### config.mk
export PLATFORM = sky130hd
export DESIGN_NAME = altr_ctrl
export DESIGN_NICKNAME = d
export VERILOG_FILES = /design/src/rtl/altr_pkg.sv /design/src/rtl/altr_ctrl.sv
export SDC_FILE = /design/constraint.sdc
export NUM_CORES = 1
export LEC_CHECK = 0
export ABC_CLOCK_PERIOD_IN_PS = 8000
export BUFFER_PORTS_ARGS = -buffer_cell sky130_fd_sc_hd__buf_2
export CORE_MARGIN = 4
export CORE_UTILIZATION = 30
export CTS_CLUSTER_SIZE = 28
export DETAILED_ROUTE_END_ITERATION = 7
export PLACE_DENSITY = 0.48
export SLEW_MARGIN = 20
export SYNTH_ARGS = -nofsm -noshare
export SYNTH_HDL_FRONTEND = slang
export SYNTH_SLANG_ARGS = --single-unit
### constraint.sdc
create_clock -name clk -period 8 [get_ports clk]
set_input_delay 0.8 -clock clk [delete_from_list [all_inputs] [get_ports clk]]
set_output_delay 0.8 -clock clk [all_outputs]
set_load 0.05 [all_outputs]
### src/rtl/altr_pkg.sv
package altr_pkg;

  localparam logic [2:0] CMD_WRITE = 3'd0;
  localparam logic [2:0] CMD_READ  = 3'd1;
  localparam logic [2:0] CMD_FWD   = 3'd2;
  localparam logic [2:0] CMD_BWD   = 3'd3;
  localparam logic [2:0] CMD_LEARN = 3'd4;

  localparam logic [1:0] KIND_WEIGHT = 2'd0;
  localparam logic [1:0] KIND_OUTPUT = 2'd1;
  localparam logic [1:0] KIND_IGRAD  = 2'd2;

  localparam logic [1:0] REG_IN_USED    = 2'd0;
  localparam logic [1:0] REG_OUT_USED   = 2'd1;
  localparam logic [1:0] REG_LEARN_RATE = 2'd2;

  typedef struct packed {
    logic [2:0]         cmd;
    logic [8:0]         position;
    logic signed [15:0] operand_value;
    logic               last_element;
  } in_word_t;

  typedef struct packed {
    logic [1:0]         result_kind;
    logic [8:0]         result_index;
    logic signed [15:0] result_value;
    logic               last_result;
  } out_word_t;

  typedef enum logic [3:0] {
    OP_NOP, OP_CLR, OP_WWR, OP_WRD, OP_WRD0, OP_XST, OP_FMAC, OP_FBIAS,
    OP_FEMIT, OP_BMAC, OP_BBIAS, OP_GEMIT, OP_LEARN
  } op_t;

  typedef struct packed {
    op_t                op;
    logic               first;
    logic               last;
    logic [8:0]         rindex;
    logic signed [15:0] val;
  } dp_cmd_t;

  function automatic logic is_emit(op_t op);
    return (op == OP_WRD) || (op == OP_WRD0) || (op == OP_FEMIT) || (op == OP_GEMIT);
  endfunction

endpackage

### src/rtl/altr_ctrl.sv
module altr_ctrl #(
  parameter int MAX_IN = 16,
  parameter int MAX_OUT = 16,
  parameter int AW = 9,
  parameter int XW = 4
) (
  input  logic               clk,
  input  logic               rst_n,
  input  logic               in_valid,
  output logic               in_stall,
  input  altr_pkg::in_word_t in_word,
  input  logic [4:0]         in_used,
  input  logic [4:0]         out_used,
  input  logic               dp_busy,
  output altr_pkg::dp_cmd_t  cmd,
  output logic [AW-1:0]      addr,
  output logic [XW-1:0]      xidx
);
  import altr_pkg::*;

  localparam int WDEPTH = (MAX_IN + 1) * MAX_OUT;
  localparam int NIW = $clog2(MAX_IN + 1);
  localparam int NOW = $clog2(MAX_OUT + 1);

  typedef enum logic [3:0] {
    ST_CLEAR, ST_IDLE, ST_RD, ST_FWD, ST_FEMIT, ST_BBASE, ST_BWD, ST_GEMIT,
    ST_LEARN, ST_DRAIN
  } state_t;

  state_t        state_r;
  in_word_t      item_r;
  dp_cmd_t       cmd_r;
  logic [AW-1:0] addr_r, adr_r;
  logic [XW-1:0] xidx_r;
  logic [NIW-1:0] i_r, ni;
  logic [NOW-1:0] j_r, no;
  logic [1:0]    drain_r;
  logic [AW+9:0] bprod;
  logic          accept;

  always_comb begin
    if (in_used == 5'd0) ni = NIW'(1);
    else if (32'(in_used) > MAX_IN) ni = NIW'(MAX_IN);
    else ni = NIW'(in_used);
    if (out_used == 5'd0) no = NOW'(1);
    else if (32'(out_used) > MAX_OUT) no = NOW'(MAX_OUT);
    else no = NOW'(out_used);
    bprod = (AW+10)'(item_r.position) * (AW+10)'(ni + 1'b1);
  end

  assign accept   = in_valid && (state_r == ST_IDLE);
  assign in_stall = (state_r != ST_IDLE);

  always_ff @(posedge clk) begin
    if (!rst_n) begin
      state_r <= ST_CLEAR;
      cmd_r   <= '0;
      adr_r   <= '0;
      i_r     <= '0;
      j_r     <= '0;
      drain_r <= '0;
    end else begin
      cmd_r.op    <= OP_NOP;
      cmd_r.first <= 1'b0;
      cmd_r.last  <= 1'b0;
      unique case (state_r)
        ST_CLEAR: begin
          cmd_r.op <= OP_CLR;
          addr_r   <= adr_r;
          adr_r    <= adr_r + 1'b1;
          if (32'(adr_r) == WDEPTH - 1) begin
            state_r <= ST_DRAIN;
            drain_r <= 2'd3;
          end
        end
        ST_IDLE: begin
          if (accept) begin
            item_r  <= in_word;
            cmd_r.val <= in_word.operand_value;
            adr_r   <= '0;
            i_r     <= '0;
            j_r     <= '0;
            drain_r <= 2'd3;
            state_r <= ST_DRAIN;
            unique case (in_word.cmd)
              CMD_WRITE: begin
                if (32'(in_word.position) < WDEPTH) cmd_r.op <= OP_WWR;
                addr_r <= AW'(in_word.position);
              end
              CMD_READ: state_r <= ST_RD;
              CMD_FWD: begin
                if (10'(in_word.position) < 10'(ni)) cmd_r.op <= OP_XST;
                xidx_r <= XW'(in_word.position);
                if (in_word.last_element) state_r <= ST_FWD;
              end
              CMD_BWD: begin
                if (10'(in_word.position) < 10'(no)) state_r <= ST_BBASE;
                else if (in_word.last_element) state_r <= ST_GEMIT;
              end
              CMD_LEARN: state_r <= ST_LEARN;
              default: ;
            endcase
          end
        end
        ST_RD: begin
          if (!dp_busy) begin
            cmd_r.op     <= (32'(item_r.position) < WDEPTH) ? OP_WRD : OP_WRD0;
            cmd_r.rindex <= item_r.position;
            addr_r       <= AW'(item_r.position);
            state_r      <= ST_DRAIN;
          end
        end
        ST_FWD: begin
          addr_r <= adr_r;
          adr_r  <= adr_r + 1'b1;
          xidx_r <= XW'(i_r);
          if (i_r < ni) begin
            cmd_r.op    <= OP_FMAC;
            cmd_r.first <= (i_r == '0);
            i_r         <= i_r + 1'b1;
          end else begin
            cmd_r.op <= OP_FBIAS;
            state_r  <= ST_FEMIT;
          end
        end
        ST_FEMIT: begin
          if (!dp_busy) begin
            cmd_r.op     <= OP_FEMIT;
            cmd_r.rindex <= 9'(j_r);
            cmd_r.last   <= (j_r == no - 1'b1);
            i_r          <= '0;
            j_r          <= j_r + 1'b1;
            state_r      <= (j_r == no - 1'b1) ? ST_DRAIN : ST_FWD;
          end
        end
        ST_BBASE: begin
          adr_r   <= bprod[AW-1:0];
          state_r <= ST_BWD;
        end
        ST_BWD: begin
          addr_r <= adr_r;
          adr_r  <= adr_r + 1'b1;
          xidx_r <= XW'(i_r);
          if (i_r < ni) begin
            cmd_r.op <= OP_BMAC;
            i_r      <= i_r + 1'b1;
          end else begin
            cmd_r.op <= OP_BBIAS;
            i_r      <= '0;
            state_r  <= item_r.last_element ? ST_GEMIT : ST_DRAIN;
          end
        end
        ST_GEMIT: begin
          if (!dp_busy) begin
            cmd_r.op     <= OP_GEMIT;
            cmd_r.rindex <= 9'(i_r);
            cmd_r.last   <= (i_r == ni - 1'b1);
            xidx_r       <= XW'(i_r);
            i_r          <= i_r + 1'b1;
            if (i_r == ni - 1'b1) state_r <= ST_DRAIN;
          end
        end
        ST_LEARN: begin
          cmd_r.op <= OP_LEARN;
          addr_r   <= adr_r;
          adr_r    <= adr_r + 1'b1;
          if (32'(adr_r) == WDEPTH - 1) state_r <= ST_DRAIN;
        end
        ST_DRAIN: begin
          drain_r <= drain_r - 1'b1;
          if (drain_r == 2'd0) state_r <= ST_IDLE;
        end
        default: state_r <= ST_IDLE;
      endcase
    end
  end

  assign cmd  = cmd_r;
  assign addr = addr_r;
  assign xidx = xidx_r;

`ifndef SYNTH
  a_idle_quiet: assert property (@(posedge clk) disable iff (!rst_n)
    state_r == ST_IDLE |-> cmd_r.op == OP_NOP) else $error("operation issued while idle");
  a_emit_when_free: assert property (@(posedge clk) disable iff (!rst_n)
    is_emit(cmd_r.op) |-> $past(!dp_busy)) else $error("result issued while busy");
  a_accept_leaves: assert property (@(posedge clk) disable iff (!rst_n)
    accept |=> state_r != ST_IDLE) else $error("word accepted without work");
`endif

endmodule

# Word-level counts from Yosys, hierarchy flattened
# Cells that the tools add are included.
# classes
n_mux	56
reduce_logical	28
multipliers	1
n_addsub	7
eq_ne	30
magnitude_cmp	7
# ops
op	n
9-bit case mux with 3 select lines	3
4-bit two-way mux	19
5-bit two-way mux	10
9-bit two-way mux	4
4-bit case mux with 9 select lines	1
4-bit case mux with 8 select lines	1
5-bit case mux with 5 select lines	1
10-bit two-way mux	2
2-bit inequality test, second input constant	10
9-bit by 5-bit less-than comparator with 1-bit output	2
9-bit less-than comparator, second input constant	2
4-bit by 3-bit equality test with 1-bit output, second input constant	4
4-bit case mux with 4 select lines	1
5-bit zero test	3
5-bit AND reduction	3
3-bit nonzero test	5
3-bit two-way mux	4
4-bit case mux with 3 select lines	1
3-bit AND reduction	4
5-bit by 1-bit adder with 5-bit output, second input constant	2
5-bit equality test	2
5-bit greater-than comparator, second input constant	2
5-bit case mux with 2 select lines	1
5-bit by 1-bit subtractor with 5-bit output, second input constant	2
other kinds (30)	40
# word_totals
output_inout_bits	45
register_bits	79
elab_cells	143

# Depth between registers and ports, before layout
# Gate-level depths: netlist (run 1).
# depth
word_depth	8
depth_mapped	22
mapped_depth_nobuf	20

# Worst setup path after synthesis (run 1)
# No wires, ideal clock.
# synth_timing
kind	input-to-reg
start	input in_used[4]
end	register adr_r[8]
path_stages	20
t_arrival_ns	5.079
path_slack_ns	2.806
setup_time_ns	0.115
required_time_ns	7.885
path_cell_list	clkbuf_1 > inv_1 > o21ai_0 > clkbuf_1 > inv_1 > ha_1 > xnor2_1 > and2_1 > fa_1 > inv_1 > fa_1 > fa_1 > inv_1 > ha_1 > a21oi_1 > o21ai_0 > xnor2_2 > xnor2_1 > o221ai_1 > and2_1
# synth_between
elab_chain_len	6
# synth_lines
item	line	rtl
start, declared	altr_ctrl.sv:12	input logic [4:0] in_used,
5-bit greater-than comparator	altr_ctrl.sv:43	else if (32'(in_used) > MAX_IN) ni = NIW'(MAX_IN);
5-bit two-way mux	altr_ctrl.sv:43	
5-bit two-way mux (*)	altr_ctrl.sv:42	if (in_used == 5'd0) ni = NIW'(1);
5-bit by 1-bit adder with 6-bit output (*)	altr_ctrl.sv:48	bprod = (AW+10)'(item_r.position) * (AW+10)'(ni + 1'b1);
9-bit by 6-bit multiplier with 9-bit output (*)	altr_ctrl.sv:48	
9-bit case mux with 3 select lines (*)	altr_ctrl.sv:66	unique case (state_r)
end signal, assigned	altr_ctrl.sv:70	adr_r <= adr_r + 1'b1;
end signal, assigned	altr_ctrl.sv:115	adr_r <= adr_r + 1'b1;
end signal, assigned	altr_ctrl.sv:137	adr_r <= bprod[AW-1:0];
end, declared	altr_ctrl.sv:33	logic [AW-1:0] addr_r, adr_r;
# Every way passes the cells marked *; elsewhere a longest branch is shown, timed or not.
# A chain may end at the register's enable or synchronous reset.

# Worst setup path in the final report (run 1)
# layout_timing
start	input in_used[2]
end	register adr_r[8]
# Same word-level chain as after synthesis.

==> results of run 1 <==
worst max-delay path, stage by stage:
cell and delay, ps:
buf_2 170, nor3_1 70, o21ai_1 570, inv_1 140
ha_1 280, xnor2_1 410, and2_1 220, fa_1 400
ha_1 290, inv_1 50, fa_1 580, inv_1 60
ha_1 280, a21o_1 160, a21oi_1 190, o21ai_0 190
xnor2_2 180, xnor2_1 170, o221ai_1 130, and2_1 170
registers in the layout, indices dropped and copies added (netlist names):
signal	flops
adr_r	9
item_r	10
cmd	31
drain_r	2
addr	9
xidx	4
i_r	5
state_r	4
j_r	5
report_power, final:
part | internal, W | switching (W)
Combinational | 0.000327 | 0.000661
Sequential | 0.000500 | 0.0000692
Clock | 0.000243 | 0.000183
Total | 0.00107 | 0.000913
layout make-up:
type	instances	area (sq um)
Clock buffer	11	264.0
Clock inverter	5	42.54
Fill cell	1874	11550
Inverter	37	138.9
Multi-Input combinational cell	500	3398
Sequential cell	79	1812
Tap cell	229	286.5
Timing Repair Buffer	92	473.0
worst max-delay path by stage:
stage / startpoint / to / slack [ps] / cells past startpoint
after floorplan: in_used[4] / adr_r[8] / 2810 / 20
after global placement: in_used[2] / adr_r[8] / 2230 / 20
after detailed placement: in_used[2] / adr_r[8] / 1990 / 20
after CTS: in_used[2] / adr_r[8] / 2360 / 20
after global routing: in_used[2] / adr_r[8] / 2170 / 20
final: in_used[2] / adr_r[8] / 2720 / 20
layout by cell type (no fill, tap or decap), types with 6 or more instances in the layout:
cell       instances
and3_1             7
nand2_1          108
nor2b_1           17
xnor2_1           15
buf_2             87
a21o_1             8
xor2_1            14
nor2_1            36
nand3_1           15
a21boi_0          21
fa_1              17
inv_1             37
and2_1            19
a21oi_1           26
o21ai_0           32
edfxtp_1          23
nand2b_1          14
a22oi_1           20
dfxtp_1           56
ha_1              32
o211a_1            6
nor3_1            16
clkbuf_16         10
metrics by stage:
| step | instance area (sq um) | util |
|---|---|---|
| floorplan | 5488 | - |
| global placement | 6108 | 0.3400 |
| detailed placement | 6108 | 0.3400 |
| CTS | 6415 | 0.3571 |
| global route | 6415 | 0.3571 |
| finish | 6415 | 0.3571 |
metal layers:
metal	up-vias	wire (um)
met1	2307	7393
met3	19	1034
li1	2408	-
met5	-	0
met2	140	7544
met4	0	278
Yosys cell counts, types with 5 or more instances:
cell type and n:
o21ai_0 33, and3_1 7, a22oi_1 20, nand3_1 15, nor2_1 36, nor2b_1 17, o211a_1 6, a21o_1 8
nor4_1 5, edfxtp_1 23, ha_1 32, a21oi_1 26, nand2_1 108, clkbuf_1 28, dfxtp_1 56, a21boi_0 21
xor2_1 14, xnor2_1 15, nand2b_1 14, inv_1 37, fa_1 17, and2_1 19, nor3_1 16
kinds of logic (layout without fill, tap and decap cells):
group	Yosys count	in the layout	share of synthesized area
adder cells (fa/ha/maj)	49	49	0.1352
flip-flops	79	79	0.3306
buffers and inverters	71	145	0.05068
XOR/XNOR	31	31	0.05343
multiplexers	7	7	0.01370
other	1	3	0.0006843
AND/OR/NAND/NOR	260	260	0.2294
AO/OA/AOI/OAI	150	150	0.1863
==> flow_metrics.py, run 1 <==
metrics = {
    "run_status": {
        "outcome": "finished, final reports clean",
    },
    "global_route": {
        "grtUsageMet3": 0.02947,
        "met2_usage": 0.2690,
        "grt_pass1_wl_um": 26670,
        "grt_busiest_layer": "met2",
        "antenna_found_initial": 0,
        "grt_pass1_vias": 4974,
        "grt_max_degree": 54,
        "overflow": 0,
        "track_usage": 0.1659,
        "met1_usage": 0.2254,
    },
    "place": {
        "port_buffers": 87,
        "pre_cts_ws_ps": 1995,
        "dp_hpwl_um": 12420,
        "gp_congestion": 0.8445,
        "dp.cells": 937,
    },
    "setup_path": {
        "reg2reg_from": "item_r[21]",
        "reg2regPathDepth": 13,
        "startpoint_type": "primary input",
        "r2r_setup_slack_ps": 4120,
        "arrival_ps": 5510,
        "reg2reg_to": "adr_r[8]",
        "cp_data_required_time_ps": 8230,
        "setup.worst_path.end_class": "flip-flop",
        "crit_type": "primary input to flip-flop",
        "path_max_fanout": 11,
    },
    "clocking": {
        "cts_tree": "built",
        "clock-sinks": 79,
        "clockRootBuffer": "clkbuf_16",
        "cts_max_path_buffers": 2,
        "post_cts_buffers": 0,
        "cts_max_level": 3,
        "cts-buffers-inserted": 9,
        "cts_resized": 0,
        "clk_pin_slew_ps": 70,
        "clk_latency_ps": 350,
        "holdBufCountCts": 0,
    },
    "timing": {
        "drv_slew": 0,
        "grt_setup_unrepaired": "no",
        "setup_slack_ps": 2723,
        "worst_slew_pin_slew_ps": 970.3,
        "finalCritPeriodShare": 0.6596,
        "fmax_mhz": 189.5,
        "finalSetupTns_ps": 0,
        "relSlewSlack": 0.3518,
        "fin_crit_ps": 5277,
        "hold_ws_ps": 464.7,
        "finClkSkew_ps": 14.86,
        "hold_violations": 0,
        "setup_viol": 0,
    },
    "hold_path": {
        "hold_class": "flip-flop to flip-flop",
        "hold_end": "cmd[7]",
        "hold_depth": 2,
        "min-delay-start": "cmd[7]",
    },
    "logic_synthesis": {
        "netlist_top_cells_area": "dfxtp_1 20%, edfxtp_1 13%, nand2_1 7.4%, ha_1 7.3%, fa_1 6.2%",
        "synth_edf_count": 23,
        "syn_area_sq_um": 5480,
        "synthFlopType": "dfxtp_1",
        "yosysTopAreaCellShare": 0.2046,
        "synthCells": 648,
        "syn_avg_cell_area_sq_um": 8.457,
        "synthArstFlopShare": 0,
        "synth-seq-area-share": 0.3306,
        "yosys_register_bits": 79,
        "yosys_warnings": 0,
        "ys_types": 64,
        "synth_top_cell_by_area": "dfxtp_1",
    },
    "routing": {
        "wl_per_cell_um": 17.05,
        "dr.pass1.iters": 4,
        "drtIter0Drc": 275,
        "routed_wl_um": 16250,
        "drcViolationCount": 0,
        "via_per_inst": 5.114,
        "antenna_left": 0,
        "vias": 4874,
    },
    "power": {
        "vdd_drop_max_uv": 187.5,
        "power.total_w": 0.001984,
        "p_leak_nw": 2.735,
        "power_density_nw_per_um2": 309.3,
    },
    "cells_and_area": {
        "n_antenna_cell": 0,
        "final_nets": 811,
        "layout-drive-gt1-share": 0.1657,
        "area_growth_pct": 17.05,
        "stdcell_count": 953,
    },
    "die": {
        "die_h_um": 143.2,
        "row_count": 49,
        "dieArea_sq_um": 20490,
        "fp.dieW_um": 143.2,
        "initial_utilization": 0.3051,
        "fp.coreArea_sq_um": 17960,
        "pin_count": 88,
    },
    "flow_run": {
        "maxCapViolCount": 0,
    },
}
Note: power is estimated with default switching activity, not from simulation.
==> inputs of run 2 (changes only) <==
--- a/config.mk
+++ b/config.mk
@@ -5,13 +5,13 @@
 export SDC_FILE = /design/constraint.sdc
 export NUM_CORES = 1
 export LEC_CHECK = 0
-export ABC_CLOCK_PERIOD_IN_PS = 8000
+export ABC_CLOCK_PERIOD_IN_PS = 4700
 export BUFFER_PORTS_ARGS = -buffer_cell sky130_fd_sc_hd__buf_2
 export CORE_MARGIN = 4
 export CORE_UTILIZATION = 30
 export CTS_CLUSTER_SIZE = 28
 export DETAILED_ROUTE_END_ITERATION = 7
-export PLACE_DENSITY = 0.48
+export PLACE_DENSITY = 0.49
 export SLEW_MARGIN = 20
 export SYNTH_ARGS = -nofsm -noshare
 export SYNTH_HDL_FRONTEND = slang
==> constraint.sdc (replaced) <==
create_clock -name clk -period 4.7 [get_ports clk]
set_input_delay 0.47 -clock clk [delete_from_list [all_inputs] [get_ports clk]]
set_output_delay 0.47 -clock clk [all_outputs]
set_load 0.05 [all_outputs]
==> run 2 against run 1 <==
  * Clock power grew 62%
  * Utilization grew 0.26 points
  * Critical path depth shrank 2
  * Sequential power grew 81%
  * First-iteration DRC count grew 24%
  * Sequential share of layout area shrank 0.20 points
  * Combinational power grew 65%
  * Design area grew 0.72%
==> flow_metrics.py, run 2 (synthesized netlist as in run 1, its figures left out) <==
metrics = {
    "routing": {
        "met3_wirelength_um": 1007,
        "dr.pass1.iters": 6,
        "wl_per_cell_um": 16.78,
        "via_per_inst": 5.091,
        "routed_wl_um": 16120,
        "drcViolationCount": 0,
        "wl_met1_um": 7377,
        "wl_met2_um": 7524,
        "drtIter0Drc": 340,
        "vias": 4892,
        "topRoutingLayerUsed": "met4",
        "antenna_left": 0,
    },
    "timing": {
        "grt_setup_unrepaired": "no",
        "fmax_mhz": 233.1,
        "finalCritPeriodShare": 0.9128,
        "setup_viol": 0,
        "finalSetupTns_ps": 0,
        "worst_slew_pin_slew_ps": 914.3,
        "fin_crit_ps": 4290,
        "relSlewSlack": 0.3848,
        "hold_violations": 0,
        "finClkSkew_ps": 9.942,
        "drv_slew": 0,
    },
    "power": {
        "p_clk_frac": 0.206,
        "power_frac_seq": 0.307,
        "cell_internal_pwr_w": 0.001798,
        "p_leak_nw": 2.761,
        "power.switching_w": 0.001549,
        "switching_share": 0.4628,
        "vdd_drop_max_uv": 276.2,
        "pwr-share-comb": 0.487,
        "power_density_nw_per_um2": 518.0,
    },
    "setup_path": {
        "reg2regPathDepth": 13,
        "crit_slowest_cell": "fa_1",
        "crit_buf_inv": 4,
        "r2r_setup_slack_ps": 880,
        "path_max_fanout": 10,
        "setup.worst_path.end_class": "flip-flop",
        "crit_chain": "buf_2, nor3_1, o21ai_0, buf_4, ha_1, and2_1, fa_1, inv_1, fa_1, fa_1, inv_1, ha_1, a21oi_1, o21ai_0, xnor2_2, xnor2_1, o221ai_1, and2_1",
        "reg2reg_to": "adr_r[8]",
        "crit_type": "primary input to flip-flop",
        "cp_data_required_time_ps": 4930,
        "crit_top_cell": "fa_1",
        "cpPeakStageDelay_ps": 540,
        "critPathTopFamily": "adder cells",
        "reg2reg_from": "item_r[21]",
        "startpoint_type": "primary input",
        "arrival_ps": 4520,
    },
    "place": {
        "gp_congestion": 0.8637,
        "port_buffers": 87,
        "dp.cells": 945,
        "dp_hpwl_um": 12320,
    },
    "global_route": {
        "grt_pass1_wl_um": 25880,
        "track_usage": 0.1606,
        "overflow": 0,
        "grt_max_degree": 53,
        "grt_pass1_vias": 4837,
        "antenna_found_initial": 0,
    },
    "cells_and_area": {
        "area_growth_pct": 17.90,
        "final_nets": 819,
        "layout_common_cells": "108 x nand2_1, 87 x buf_2, 56 x dfxtp_1, 37 x inv_1, 36 x nor2_1",
        "largest_register_ff_count": 31,
        "layout_commonest_cell": "nand2_1",
        "fill_cells": 1835,
        "layout-drive-gt1-share": 0.1749,
        "n_antenna_cell": 0,
        "stdcell_count": 961,
    },
    "clocking": {
        "holdBufCountCts": 0,
        "cts_max_path_buffers": 2,
        "clock-sinks": 79,
        "clk_latency_ps": 350,
        "cts-buffers-inserted": 9,
        "clockRootBuffer": "clkbuf_16",
        "cts_resized": 0,
        "cts_max_level": 3,
        "clk_pin_slew_ps": 60,
        "post_cts_buffers": 0,
        "cts_tree": "built",
    },
    "die": {
        "pin_count": 88,
        "initial_utilization": 0.3051,
        "row_count": 49,
        "fp.coreArea_sq_um": 17960,
        "dieArea_sq_um": 20490,
        "die_h_um": 143.2,
        "fp.dieW_um": 143.2,
    },
    "hold_path": {
        "hold_end": "item_r[25]",
        "hold_depth": 1,
        "hold_class": "primary input to flip-flop",
        "min-delay-start": "in_word[25]",
    },
    "flow_run": {
        "maxCapViolCount": 0,
    },
    "run_status": {
        "outcome": "finished, final reports clean",
    },
}
run 2: through the flow:
step / hold WS, ps / total power (W) / utilization / instance area (sq um) / worst slack [ps]
after global routing: 347.2 / 0.003597 / 0.3597 / 6461 / 6.622
after global placement: 447.9 / 0.002648 / 0.3434 / 6168 / 105.6
after CTS: 349.0 / 0.003367 / 0.3597 / 6461 / 387.1
after detailed placement: 458.3 / 0.002666 / 0.3434 / 6168 / 47.41
final: 360.8 / 0.003347 / 0.3597 / 6461 / 409.8
after floorplan: 441.0 / 0.002231 / - / 5490 / 26.12
run 2: final cells by class:
type	instances	area, sq um	area share
clock buffer	11	252.7	0.03912
clock inverter	5	40.04	0.006197
inverter	37	138.9	0.02149
multi-input combinational	500	3398	0.5259
sequential	79	1812	0.2804
tap	229	286.5	0.04435
timing repair buffer	100	533.0	0.08249
run 2: routing by layer:
layer  track usage  vias to the layer above
met4       0.03702                        0
met5             0                        -
li1              -                     2424
met2        0.2626                      158
met1        0.2152                     2294
met3       0.03885                       16
run 2: worst max-delay path by stage:
stage / slack, ps / start / cells after the start / to
6_report: 410 / in_used[1] / 18 / adr_r[8]
5_1_grt: 7 / in_used[1] / 22 / adr_r[8]
4_1_cts: 390 / in_used[0] / 17 / adr_r[8]
3_5_place_dp: 50 / in_used[1] / 18 / adr_r[8]
3_3_place_gp: 110 / in_used[0] / 17 / adr_r[8]
2_1_floorplan: 30 / in_used[4] / 20 / adr_r[8]
run 2: power by group through the flow:
stage / registers, W / logic, W / clock network [W]
detailed placement: 0.00104 / 0.00163 / 0
global placement: 0.00104 / 0.00161 / 0
global route: 0.00106 / 0.00180 / 0.000736
finish: 0.00103 / 0.00163 / 0.000690
CTS: 0.00102 / 0.00164 / 0.000708
floorplan: 0.00117 / 0.00106 / 0
